===== src/rtl/gma_pkg.sv =====
`timescale 1ns / 1ps
// ============================================================================
// gma_pkg - shared types and constants of the gradient merge accumulator
// Field widths, item classes, queue entry layout and saturation helper.
// ============================================================================
package gma_pkg;

    localparam int NCH = 3;           // channel lanes carried by the ports
    localparam int GW  = 16;          // gradient and mask width, Q1.15
    localparam int SW  = 32;          // sum width
    localparam int CW  = 24;          // count width, Q9.15
    localparam int WW  = 15;          // blend weight width
    localparam int DVW = 47;          // readout dividend: |sum| * 2^15 + count/2

    localparam logic [CW-1:0] COUNT_MAX = 24'hFF_FFFF;
    localparam logic [CW-1:0] COUNT_ONE = 24'd32768;
    localparam logic [GW-1:0] ONE_Q15   = 16'h8000;
    localparam logic signed [48:0] HALF_LSB = 49'sd16384;
    localparam logic signed [48:0] SAT_HI   = 49'sd2147483647;
    localparam logic signed [48:0] SAT_LO   = -49'sd2147483648;

    typedef enum logic [0:0] {
        OP_ACC  = 1'b0,
        OP_READ = 1'b1
    } op_t;

    typedef enum logic [0:0] {
        MODE_OVERLAY = 1'b0,
        MODE_AVERAGE = 1'b1
    } mode_t;

    typedef enum logic [2:0] {
        CLS_READ      = 3'd0,
        CLS_READ_NULL = 3'd1,
        CLS_AVERAGE   = 3'd2,
        CLS_OVERLAY   = 3'd3,
        CLS_BORDER    = 3'd4
    } cls_t;

    typedef struct packed {
        cls_t                  cls;
        logic [15:0]           address;
        logic [NCH-1:0][GW-1:0] grad;
        logic [WW-1:0]         weight;
    } qitem_t;

    function automatic logic [SW-1:0] sat32(input logic signed [48:0] v);
        logic [SW-1:0] r;
        if (v > SAT_HI)
            r = 32'h7FFF_FFFF;
        else if (v < SAT_LO)
            r = 32'h8000_0000;
        else
            r = v[SW-1:0];
        return r;
    endfunction

endpackage


===== src/rtl/gma_queue.sv =====
`timescale 1ns / 1ps
// ============================================================================
// gma_queue - two-entry queue between intake and store engine
// ============================================================================
module gma_queue (
    input  logic            clk,
    input  logic            rst_n,
    input  logic            push_valid,
    output logic            push_ready,
    input  gma_pkg::qitem_t push_item,
    output logic            pop_valid,
    input  logic            pop_ready,
    output gma_pkg::qitem_t pop_item
);
    import gma_pkg::*;

    qitem_t      slot_reg [2];
    logic        wr_ptr_reg, wr_ptr_next;
    logic        rd_ptr_reg, rd_ptr_next;
    logic [1:0]  fill_reg, fill_next;
    logic        do_push, do_pop;

    assign push_ready = (fill_reg != 2'd2);
    assign pop_valid  = (fill_reg != 2'd0);
    assign pop_item   = slot_reg[rd_ptr_reg];
    assign do_push    = push_valid && push_ready;
    assign do_pop     = pop_valid && pop_ready;

    always_comb
    begin
        wr_ptr_next = do_push ? !wr_ptr_reg : wr_ptr_reg;
        rd_ptr_next = do_pop ? !rd_ptr_reg : rd_ptr_reg;
        fill_next   = fill_reg;
        if (do_push && !do_pop)
            fill_next = fill_reg + 2'd1;
        else if (do_pop && !do_push)
            fill_next = fill_reg - 2'd1;
    end

    always_ff @(posedge clk or negedge rst_n)
    begin
        if (!rst_n)
        begin
            wr_ptr_reg <= 1'b0;
            rd_ptr_reg <= 1'b0;
            fill_reg   <= 2'd0;
        end
        else
        begin
            wr_ptr_reg <= wr_ptr_next;
            rd_ptr_reg <= rd_ptr_next;
            fill_reg   <= fill_next;
        end
    end

    always_ff @(posedge clk)
    begin
        if (do_push)
            slot_reg[wr_ptr_reg] <= push_item;
    end

endmodule


===== config.mk =====
export PLATFORM = sky130hd
export DESIGN_NAME = gma_queue
export DESIGN_NICKNAME = d
export VERILOG_FILES = /design/src/rtl/gma_pkg.sv /design/src/rtl/gma_queue.sv
export SDC_FILE = /design/constraint.sdc
export NUM_CORES = 1
export LEC_CHECK = 0
export BUFFER_PORTS_ARGS = -buffer_cell sky130_fd_sc_hd__buf_2
export CORE_UTILIZATION = 30
export DETAILED_ROUTE_END_ITERATION = 6
export PLACE_DENSITY = 0.5
export SLEW_MARGIN = 15
export SYNTH_ARGS = -nofsm -noshare
export SYNTH_HDL_FRONTEND = slang
export SYNTH_SLANG_ARGS = --single-unit

===== constraint.sdc =====
create_clock -name clk -period 4.8 [get_ports clk]
set_input_delay 0.48 -clock clk [delete_from_list [all_inputs] [get_ports clk]]
set_output_delay 0.48 -clock clk [all_outputs]
set_load 0.03 [all_outputs]

==> results_dict.tcl <==
set metrics [dict create \
    status "finished, final reports clean" \
    synth_warnings 0 \
    worstPathMaxFanout 48 \
    power_leakage_nw 3.21 \
    finalMaxSlewViolations 0 \
    route.detailed.drc 0 \
    die_h_um 149 \
    synth_edf_count 164 \
    dieArea_mm2 0.0221 \
    synth_top_family_by_area "multiplexers" \
    cts_tree "built" \
    area_growth_pct 26.0 \
    max-slew-margin-rel_pct 37.1 \
    drive_above_1_share_pct 61.2 \
    first_pass_iters 4 \
    ys_seq_area_share_pct 77.8 \
    vdd_ir_drop_max_mv 0.247 \
    drt-initial-drc-count 81 \
    max_freq_ghz 0.360 \
    wl_per_cell_um 16.3 \
    tightest_slew_ns 0.942 \
    cts_inserted_buffers 17 \
    netlist_area_mm2 0.00646 \
    gp_congestion 0.710 \
    core_mm2 0.0211 \
    crit_slowest_cell "dfrtp_4" \
    maxCapViolCount 0 \
    antenna_found_initial 1 \
    vias 3110 \
    max_stage_delay_ns 0.88 \
    ys_ff_latch 168 \
    placed_area_mm2 0.00756 \
    avgSynthCellArea_um2 23.7 \
    yosysTopAreaCell "edfxtp_1" \
    postRouteAntennaNets 0 \
    yosysMostFrequentCell "edfxtp_1" \
    routed_wl_mm 12.1 \
    postLayoutCellArea_mm2 0.00814 \
    initial_utilization_pct 30.6 \
    grt_pass1_vias 3466 \
    clkTransAtPathRegs_ns 0.06 \
    clk_path_buf_depth 2 \
    place_hpwl_mm 7.75 \
    synth_compound_area_share_pct 0 \
    synth_nets 360 \
    report.final.setup_viol 0 \
    finalCriticalPeriod_ns 2.78 \
    fin_tns_setup_ns 0 \
    ys.flop_type "edfxtp_1" \
    crit_type "flip-flop to output port" \
    synthTopCellsByArea "edfxtp_1, mux2_4, buf_12" \
    rsz0062_at_grt "false" \
    grt_max_degree 56 \
    fin_total_pwr_mw 5.50 \
    start_kind "flip-flop" \
    synth_top_area_share_pct 76.2 \
    largest_reg_flops 164 \
    hp-class "input port to flip-flop" \
    antenna_cells 0 \
    cts_setup_buffers 0 \
    crit_required_ns 4.32 \
    clk-insertion-delay-late_ns 0.41 \
    hold_viol 0 \
    grt_usage_pct 11.2 \
    root_buffer "clkbuf_16" \
    io_buffer_count 169 \
    via_per_inst 4.18 \
    num_rows 53 \
    synthMuxAreaShare_pct 18.4 \
    grt_first_pass_wirelength_mm 18.2 \
    fin_skew_ns 0.00477 \
    synth_common_cells "edfxtp_1, mux2_4, mux2_2" \
    overflow 0 \
    cts_htree_levels 4 \
    synth_xor_xnor_area_share_pct 0.678 \
    yosysUniqueCellTypes 16 \
    synth_async_sr_flop_share_pct 2.38 \
    syn_inst 273 \
    die_x_um 149 \
    ioPinCount 170 \
    crit_arrival_ns 2.30 \
    min_period_over_period_pct 57.8 \
    finalNetCount 543 \
    synthSimpleGateAreaFrac_pct 0.523 \
    yosys.area_share.adder_pct 0.194 \
    power_density_mw_per_mm2 676 \
    clock-sinks 168 \
    crit_path_cell_trace "buf_12 -> mux2_2 -> buf_2" \
    critPathCaptureType "output port" \
]
[report_power, final]
group	switching (mW)	internal, mW	total, mW
registers	0.171	2.01	2.18
logic	1.20	0.791	1.99
clock network	0.561	0.768	1.33
total	1.94	3.57	5.50
[routing by layer]
metal / global-route usage (%) / part of all wire (%) / vias up
met5: 0 / 0.11 / -
met4: 4.13 / 0.95 / 2
met3: 4.40 / 6.6 / 11
met2: 18.9 / 50 / 104
met1: 12.8 / 42 / 1547
li1: - / - / 1446
[worst paths after layout]
kind	startpoint	end	slack (ns)	cells past startpoint
max	rd_ptr_reg$_DFFE_PN0P_	pop_item[72]	2.02	3
min	push_item[6]	slot_reg[0][6]$_DFFE_PP_	0.25	1
max reg2reg	fill_reg[0]$_DFFE_PN0P_	slot_reg[0][29]$_DFFE_PP_	2.54	4
min reg2reg	fill_reg[1]$_DFFE_PN0P_	fill_reg[1]$_DFFE_PN0P_	0.51	1
max in group asynchronous	rst_n	rd_ptr_reg$_DFFE_PN0P_	4.24	2
min in group asynchronous	rst_n	rd_ptr_reg$_DFFE_PN0P_	0.42	2
[placed cells by master, fill, tap and decap left out, drive strengths merged]
master / count
buf: 172
edfxtp: 164
mux2: 82
clkbuf: 17
clkinv: 8
inv: 5
dfrtp: 4
xnor2: 3
nand2: 2
xor2: 2
bufinv: 2
nor2: 2
nand2b: 1
or2: 1
and3: 1
ha: 1
clkinvlp: 1
dlygate4sd3: 1
[worst max-delay path, delay by kind of cell (launching register included)]
| family | cells | cell delay (ns) |
|---|---|---|
| flops | 1 | 0.88 |
| mux | 1 | 0.39 |
| buf+inv | 2 | 0.60 |
[through the flow]
stage	util [%]	worst slack, ns	std cells	hold slack, ns
after floorplan	-	1.34	273	0.184
after global placement	35.8	2.41	711	0.288
after detailed placement	35.8	2.38	711	0.295
after CTS	38.6	1.92	744	0.225
after global routing	38.6	1.87	744	0.222
final	38.6	2.02	744	0.254
[kinds of logic after synthesis]
group                      after synthesis
xor gates and xnor gates                 5
muxes                                   82
and+or+nand+nor                          7
adders and majority gates                1
buffers and inverters                   10
DFF                                    168
[cell type report]
cell class	count	area [um2]
fill	1994	12900
sequential	168	5030
multi-input combinational	95	1290
timing repair buffer	173	903
clock buffer	17	425
tap	275	344
clock inverter	15	149
inverter	1	3.75
[what timing repair did]
item | CTS | global route
hold buffers | 1 | 0
resized for setup | 0 | 0
endpoints found under the hold margin | 4 | 0
setup endpoints to repair | 0 | 0
Note: power is estimated with default switching activity, not from simulation.
