===== config.mk =====
export PLATFORM = sky130hd
export DESIGN_NAME = gma_front_flat
export DESIGN_NICKNAME = d
export VERILOG_FILES = /design/src/rtl/gma_pkg.sv /design/src/rtl/gma_if.sv /design/src/rtl/gma_front.sv /design/src/flat_wrapper.sv
export SDC_FILE = /design/constraint.sdc
export NUM_CORES = 1
export LEC_CHECK = 0
export BUFFER_PORTS_ARGS = -buffer_cell sky130_fd_sc_hd__buf_2
export CAP_MARGIN = 20
export CORE_AREA = 2 2 72 74
export DETAILED_ROUTE_END_ITERATION = 6
export DIE_AREA = 0 0 74 76
export PLACE_DENSITY_LB_ADDON = 0.3
export SYNTH_ARGS = -nofsm -noshare
export SYNTH_HDL_FRONTEND = slang
export SYNTH_SLANG_ARGS = --single-unit

===== constraint.sdc =====
create_clock -name vclk -period 5.3
set_input_delay 0 -clock vclk [all_inputs]
set_output_delay 0 -clock vclk [all_outputs]
set_load 0.05 [all_outputs]

===== src/rtl/gma_pkg.sv =====
`timescale 1ns / 1ps
// ============================================================================
// gma_pkg - shared types and constants of the gradient merge accumulator
// Field widths, item classes, queue entry layout and saturation helper.
// ============================================================================
package gma_pkg;

    localparam int NCH = 3;           // channel lanes carried by the ports
    localparam int GW  = 16;          // gradient and mask width, Q1.15
    localparam int SW  = 32;          // sum width
    localparam int CW  = 24;          // count width, Q9.15
    localparam int WW  = 15;          // blend weight width
    localparam int DVW = 47;          // readout dividend: |sum| * 2^15 + count/2

    localparam logic [CW-1:0] COUNT_MAX = 24'hFF_FFFF;
    localparam logic [CW-1:0] COUNT_ONE = 24'd32768;
    localparam logic [GW-1:0] ONE_Q15   = 16'h8000;
    localparam logic signed [48:0] HALF_LSB = 49'sd16384;
    localparam logic signed [48:0] SAT_HI   = 49'sd2147483647;
    localparam logic signed [48:0] SAT_LO   = -49'sd2147483648;

    typedef enum logic [0:0] {
        OP_ACC  = 1'b0,
        OP_READ = 1'b1
    } op_t;

    typedef enum logic [0:0] {
        MODE_OVERLAY = 1'b0,
        MODE_AVERAGE = 1'b1
    } mode_t;

    typedef enum logic [2:0] {
        CLS_READ      = 3'd0,
        CLS_READ_NULL = 3'd1,
        CLS_AVERAGE   = 3'd2,
        CLS_OVERLAY   = 3'd3,
        CLS_BORDER    = 3'd4
    } cls_t;

    typedef struct packed {
        cls_t                  cls;
        logic [15:0]           address;
        logic [NCH-1:0][GW-1:0] grad;
        logic [WW-1:0]         weight;
    } qitem_t;

    function automatic logic [SW-1:0] sat32(input logic signed [48:0] v);
        logic [SW-1:0] r;
        if (v > SAT_HI)
            r = 32'h7FFF_FFFF;
        else if (v < SAT_LO)
            r = 32'h8000_0000;
        else
            r = v[SW-1:0];
        return r;
    endfunction

endpackage


===== src/rtl/gma_if.sv =====
`timescale 1ns / 1ps
// ============================================================================
// gma_if - request channels of the gradient merge accumulator
// Sample, result and configuration channels with valid/ready handshake.
// ============================================================================
interface gma_in_if;
    logic               valid;
    logic               ready;
    logic               op;
    logic [15:0]        address;
    logic signed [15:0] grad_0;
    logic signed [15:0] grad_1;
    logic signed [15:0] grad_2;
    logic signed [15:0] mask_a;
    logic signed [15:0] mask_b;

    modport source (output valid, op, address, grad_0, grad_1, grad_2, mask_a, mask_b,
                    input ready);
    modport sink   (input valid, op, address, grad_0, grad_1, grad_2, mask_a, mask_b,
                    output ready);
endinterface



===== src/rtl/gma_front.sv =====
`timescale 1ns / 1ps
// ============================================================================
// gma_front - request intake and classification
// Range check, mean mask weight and item class; drops no-op requests.
// ============================================================================
module gma_front #(
    parameter int STORE_DEPTH = 65536
) (
    gma_in_if.sink          sample,
    input  gma_pkg::mode_t  mode,
    input  logic            allow,
    input  logic            push_ready,
    output logic            push_valid,
    output gma_pkg::qitem_t push_item
);
    import gma_pkg::*;

    logic        in_range;
    logic        a_pos, b_pos, a_neg, b_neg;
    logic [16:0] wsum;
    logic        keep;
    cls_t        cls;

    assign in_range = ({17'd0, sample.address} < 33'(STORE_DEPTH));
    assign a_neg    = sample.mask_a[15];
    assign b_neg    = sample.mask_b[15];
    assign a_pos    = !a_neg && (sample.mask_a != '0);
    assign b_pos    = !b_neg && (sample.mask_b != '0);
    assign wsum     = {1'b0, sample.mask_a} + {1'b0, sample.mask_b};

    always_comb
    begin
        keep = 1'b1;
        cls  = CLS_READ;
        if (op_t'(sample.op) == OP_READ)
        begin
            cls = in_range ? CLS_READ : CLS_READ_NULL;
        end
        else if (!in_range)
        begin
            keep = 1'b0;
        end
        else if (a_pos && b_pos)
        begin
            cls = (mode == MODE_AVERAGE) ? CLS_AVERAGE : CLS_OVERLAY;
        end
        else if (a_neg || b_neg)
        begin
            cls = CLS_BORDER;
        end
        else
        begin
            keep = 1'b0;    // background: nothing to do
        end
    end

    assign sample.ready = allow && push_ready;
    assign push_valid   = sample.valid && allow && keep;

    assign push_item.cls     = cls;
    assign push_item.address = sample.address;
    assign push_item.grad[0] = sample.grad_0;
    assign push_item.grad[1] = sample.grad_1;
    assign push_item.grad[2] = sample.grad_2;
    assign push_item.weight  = wsum[WW:1];

endmodule


===== src/flat_wrapper.sv =====
// flat-port wrapper written by rule: the top's interface ports become plain ports
module gma_front_flat import gma_pkg::*;
#(
    parameter int STORE_DEPTH = 65536
)
  (mode, allow, push_ready, push_valid, push_item, sample_valid, sample_op, sample_address, sample_grad_0, sample_grad_1, sample_grad_2, sample_mask_a, sample_mask_b, sample_ready);
  gma_in_if sample_i ();
  input  gma_pkg::mode_t mode;
  input  logic allow;
  input  logic push_ready;
  output logic push_valid;
  output gma_pkg::qitem_t push_item;
  input wire logic [$bits(sample_i.valid)-1:0] sample_valid;
  input wire logic [$bits(sample_i.op)-1:0] sample_op;
  input wire logic [$bits(sample_i.address)-1:0] sample_address;
  input wire logic [$bits(sample_i.grad_0)-1:0] sample_grad_0;
  input wire logic [$bits(sample_i.grad_1)-1:0] sample_grad_1;
  input wire logic [$bits(sample_i.grad_2)-1:0] sample_grad_2;
  input wire logic [$bits(sample_i.mask_a)-1:0] sample_mask_a;
  input wire logic [$bits(sample_i.mask_b)-1:0] sample_mask_b;
  output wire logic [$bits(sample_i.ready)-1:0] sample_ready;
  assign sample_i.valid = sample_valid;
  assign sample_i.op = sample_op;
  assign sample_i.address = sample_address;
  assign sample_i.grad_0 = sample_grad_0;
  assign sample_i.grad_1 = sample_grad_1;
  assign sample_i.grad_2 = sample_grad_2;
  assign sample_i.mask_a = sample_mask_a;
  assign sample_i.mask_b = sample_mask_b;
  assign sample_ready = sample_i.ready;
  gma_front #(.STORE_DEPTH(STORE_DEPTH)) u_core (.sample(sample_i), .mode(mode), .allow(allow), .push_ready(push_ready), .push_valid(push_valid), .push_item(push_item));
endmodule

==> results of run 1 <==
==> cells in the final DEF (no fill, tap or decap), types with 2 or more instances in the layout <==
cell type	netlist	final
or3_1	2	2
nor3_1	4	4
nand2_1	7	7
nor4_1	7	7
o21ai_0	5	5
nand3_1	4	4
a21o_1	7	7
buf_2	0	57
ha_1	16	16
xnor2_1	7	7
inv_1	7	7
xor2_1	3	3
a31oi_1	3	3
and2_1	2	2
nor2_1	6	6
a21oi_1	11	11
o21a_1	2	2
nand4_1	5	5
==> worst max-delay path: stages <==
cell and delay, ns:
buf_2 0.11, and2_1 0.16, fa_1 0.40, a21o_1 0.23, a311oi_1 0.30, o21a_2 0.24, o2bb2ai_2 0.14, mux2_2 0.35
o311ai_1 0.07, buf_2 0.31
==> cell type report <==
| class | instances | area share |
|---|---|---|
| inverters | 7 | 0.0212 |
| multi-input cells | 111 | 0.678 |
| well taps | 70 | 0.0706 |
| repair buffers | 57 | 0.230 |
==> per-layer routing <==
layer  up-vias  track usage  wire length [microns]
met5         -            0                      0
met4         0       0.0382                     82
met3        22       0.0198                    341
met2        63        0.181                   1520
met1       514        0.145                   1350
li1        588            -                      -
==> report_power, final <==
part / leakage [uW] / total (uW) / switching (uW) / internal, uW
registers: 0 / 0 / 0 / 0
clock network: 0 / 0 / 0 / 0
logic: 0.000617 / 238 / 166 / 71.4
total: 0.000617 / 238 / 166 / 71.4
==> kinds of logic (layout without fill, tap and decap cells) <==
group,count (synthesis),after routing,synth area share
compound gates,40,40,0.207
buf+inv,74,64,0.385
xor+xnor,10,10,0.0641
simple gates,42,42,0.168
fa+ha+maj,17,17,0.161
mux,2,2,0.0156
==> synth_stat cells (5+ instances only) <==
| library cell | count |
|---|---|
| buf_4 | 64 |
| xnor2_1 | 7 |
| ha_1 | 16 |
| inv_1 | 7 |
| nand4_1 | 5 |
| a21oi_1 | 11 |
| nand2_1 | 7 |
| nor4_1 | 7 |
| o21ai_0 | 5 |
| a21o_1 | 7 |
| nor2_1 | 6 |
==> through the flow <==
step / util / total power [uW] / instances / hold WS (ns) / instance area, sq um
2_1_floorplan: - / 311 / 185 / 0.167 / 1370
3_3_place_gp: 0.252 / 240 / 245 / 0.000341 / 1240
3_5_place_dp: 0.252 / 239 / 245 / 0.000341 / 1240
4_1_cts: 0.252 / 240 / 245 / 0.000341 / 1240
5_1_grt: 0.252 / 258 / 245 / 0.0000795 / 1240
6_report: 0.252 / 238 / 245 / 0.0000166 / 1240
==> how the worst min path moves through the flow <==
stage / from / endpoint / slack, ns / cells after the start
final: sample_grad_1[3] / push_item[34] / 0.00002 / 0
after global routing: sample_grad_2[2] / push_item[49] / 0.00008 / 0
after CTS: sample_grad_0[4] / push_item[19] / 0.0003 / 0
after detailed placement: sample_grad_0[4] / push_item[19] / 0.0003 / 0
after global placement: sample_grad_0[4] / push_item[19] / 0.0003 / 0
after floorplan: sample_grad_0[0] / push_item[15] / 0.17 / 1
==> results.sh, run 1 <==
export IMPL_status="finished, final reports clean"
export IMPL_setup_viol=0
export IMPL_drt_antenna_violating_nets=0
export IMPL_synth_top_cells_by_area="buf_4 35%, ha_1 15%, xnor2_1 4.5%"
export IMPL_grt_use_total=0.111
export IMPL_finish_net_count=295
export IMPL_remaining_drc_errors=0
export IMPL_antenna_found_initial=0
export IMPL_worst_ir_drop_vdd_mv=0.0782
export IMPL_synth_top_cell_area_share=0.352
export IMPL_synth_nets=303
export IMPL_syn_area_sq_mm=0.00137
export IMPL_synth_top_area_cell="buf_4"
export IMPL_area_growth_pct=-9.25
export IMPL_drive_above_1_share=0.360
export IMPL_grt_pass1_wl_microns=5300
export IMPL_ys_warnings_count=0
export IMPL_post_cts_setup_buffers=0
export IMPL_place_gp_congestion=0.780
export IMPL_seq_area_sq_um=0
export IMPL_grt_max_degree=9
export IMPL_tns_ns=0
export IMPL_start_util=0.278
export IMPL_grt_pass1_vias=1177
export IMPL_max_cap_viol_count=0
export IMPL_worst_setup_path_start_kind="input port"
export IMPL_crit_type="in2out"
export IMPL_io_buffers=57
export IMPL_die_area_sq_mm=0.00562
export IMPL_drv_slew=0
export IMPL_cp_endpoint="push_item[11]"
export IMPL_grt_overflow_total=0
export IMPL_wl_per_cell_microns=13.4
export IMPL_multiInputGateArea_sq_um=841
export IMPL_worst_slew_pin_slew_ns=0.396
export IMPL_fin_crit_sh=0.438
export IMPL_hold_buffers=0
export IMPL_nFillCells=557
export IMPL_p_leak_uw=0.000617
export IMPL_io_pins=185
export IMPL_p_per_area_mw_per_mm2=192
export IMPL_cp_required_ns=5.30
export IMPL_crit_fanout=3
export IMPL_n_clock_buffer=0
export IMPL_dr_pass1_iters=4
export IMPL_fmax_mhz=431
export IMPL_slew_headroom=0.733
export IMPL_syn_inst=185
export IMPL_crit_arrival_ns=2.32
export IMPL_viasPerCell=4.84
export IMPL_crit_path_start="sample_mask_b[0]"
export IMPL_design_seq_count=0
export IMPL_ctsResizeCount=0
export IMPL_hp_class="in2out"
export IMPL_die_h_microns=76
export IMPL_die_w_microns=74
export IMPL_rows=26
export IMPL_drt_iter0_drc=25
export IMPL_antennaDiodeCount=0
export IMPL_vias=1187
export IMPL_drt_total_wl_microns=3300
export IMPL_yosysSeqAreaShare=0
export IMPL_coreArea_sq_mm=0.00491
export IMPL_syn_avg_cell_area_sq_um=7.39
export IMPL_fin_crit_ns=2.32
export IMPL_yosysUniqueCellTypes=41
export IMPL_dp_hpwl_microns=2920
export IMPL_finalHoldViolCount=0
export IMPL_rsz0062_at_grt="no"
export IMPL_dp_slack_ns=3.00
export IMPL_end_kind="primary output"
export IMPL_worst_slack_ns=2.98
(Power assumes the default switching activity.)
==> run 2: changes to the inputs <==
Settings changed: CORE_AREA 2 2 72 74 to 2 2 71 73, DIE_AREA 0 0 74 76 to 0 0 73 75.
Clock period 5.3 ns to 2 ns, I/O delays scaled along.
==> run 2 against run 1 <==
  * Power rose to 3.2 times the previous value
  * Routed wire length up 8.0%
  * Global-route usage up 0.94 points
  * Critical endpoint unchanged
  * Largest cell class unchanged
==> results.sh, run 2 (synthesis results as in run 1) <==
export IMPL_n_clock_buffer=0
export IMPL_end_kind="primary output"
export IMPL_design_seq_count=0
export IMPL_finish_net_count=315
export IMPL_hp_class="in2out"
export IMPL_grt_max_degree=9
export IMPL_nFillCells=521
export IMPL_crit_fanout=3
export IMPL_status="finished, final reports clean"
export IMPL_die_area_sq_mm=0.00548
export IMPL_p_leak_uw=0.000751
export IMPL_slew_headroom=0.728
export IMPL_wl_per_cell_microns=14.3
export IMPL_coreArea_sq_mm=0.00466
export IMPL_place_gp_congestion=0.796
export IMPL_dr_pass1_iters=4
export IMPL_io_pins=185
export IMPL_mostFrequentLayoutCell="buf_2"
export IMPL_cp_required_ns=2.00
export IMPL_rsz0062_at_grt="yes"
export IMPL_die_h_microns=75
export IMPL_antennaDiodeCount=0
export IMPL_hold_buffers=0
export IMPL_rows=25
export IMPL_drv_slew=0
export IMPL_seq_area_sq_um=0
export IMPL_area_growth_pct=10.1
export IMPL_crit_type="in2out"
export IMPL_drive_above_1_share=0.477
export IMPL_drt_antenna_violating_nets=0
export IMPL_fin_crit_ns=1.95
export IMPL_dpl_cell_area_sq_mm=0.00138
export IMPL_grt_use_total=0.121
export IMPL_io_buffers=57
export IMPL_drt_total_wl_microns=3560
export IMPL_worst_slack_ns=0.0460
export IMPL_worst_slew_pin_slew_ns=0.404
export IMPL_viasPerCell=5.13
export IMPL_dp_hpwl_microns=3080
export IMPL_layout_common_cells="50 x buf_2, 22 x buf_4, 16 x ha_1"
export IMPL_p_per_area_mw_per_mm2=503
export IMPL_worst_setup_path_start_kind="input port"
export IMPL_crit_arrival_ns=1.95
export IMPL_finalHoldViolCount=0
export IMPL_die_w_microns=73
export IMPL_grt_overflow_total=0
export IMPL_antenna_found_initial=0
export IMPL_max_cap_viol_count=0
export IMPL_p_total_uw=756
export IMPL_fin_crit_sh=0.977
export IMPL_setup_viol=0
export IMPL_grt_pass1_wl_microns=5410
export IMPL_multiInputGateArea_sq_um=938
export IMPL_grt_pass1_vias=1234
export IMPL_dp_slack_ns=-0.243
export IMPL_vias=1277
export IMPL_start_util=0.293
export IMPL_worst_ir_drop_vdd_mv=0.241
export IMPL_fin_area_sq_mm=0.00150
export IMPL_fmax_mhz=512
export IMPL_drt_iter0_drc=25
export IMPL_remaining_drc_errors=0
-- run 2: cell types whose count changed in the layout (fill, tap and decap cells not counted), sizes merged --
cell,change
buf,+20
-- run 2: area by class of cell --
type / count / area share
multi-input combinational: 111 / 0.624
timing repair buffer: 77 / 0.314
tap: 54 / 0.0449
inverter: 7 / 0.0175
-- run 2: through the flow --
stage	utilization	TNS (ns)	instances	hold WS (ns)
6_report	0.323	0	249	0.0000140
5_1_grt	0.323	-0.0945	249	0.0000718
3_5_place_dp	0.296	-0.488	247	0.000341
4_1_cts	0.304	0	247	0.000341
3_3_place_gp	0.296	-0.421	247	0.000341
2_1_floorplan	-	0	185	0.167
-- run 2: metal layers --
| metal | up-vias | global-route usage | part of all wire |
|---|---|---|---|
| li1 | 625 | - | - |
| met1 | 566 | 0.150 | 0.44 |
| met5 | - | 0 | 0 |
| met3 | 20 | 0.0201 | 0.098 |
| met4 | 0 | 0.0494 | 0.032 |
| met2 | 66 | 0.208 | 0.43 |
-- run 2: critical path, cell delays in order --
cell and delay, ns:
buf_6 0.09, and2_4 0.14, fa_2 0.33, a21o_1 0.19, a311oi_2 0.25, o21a_2 0.21, o2bb2ai_4 0.14, mux2_4 0.33
o311ai_4 0.07, buf_6 0.20
-- run 2: what timing repair did --
action                     4_1_cts  5_1_grt
buffers inserted                 0        2
resized for setup               10       15
setup endpoints to repair        4        6
hold endpoints to repair         0        0
pin swaps                        3        2
-- run 2: final timing paths --
kind	from	endpoint	slack, ns	depth (start not counted)
setup / recovery	sample_mask_b[0]	push_item[11]	0.05	10
hold / removal	sample_grad_0[10]	push_item[25]	0.00001	0
-- run 2: power by group --
part	total (uW)	leakage (uW)	internal, uW	switching [uW]
sequential	0	0	0	0
clock	0	0	0	0
combinational	756	0.000751	276	481
total	756	0.000751	276	481
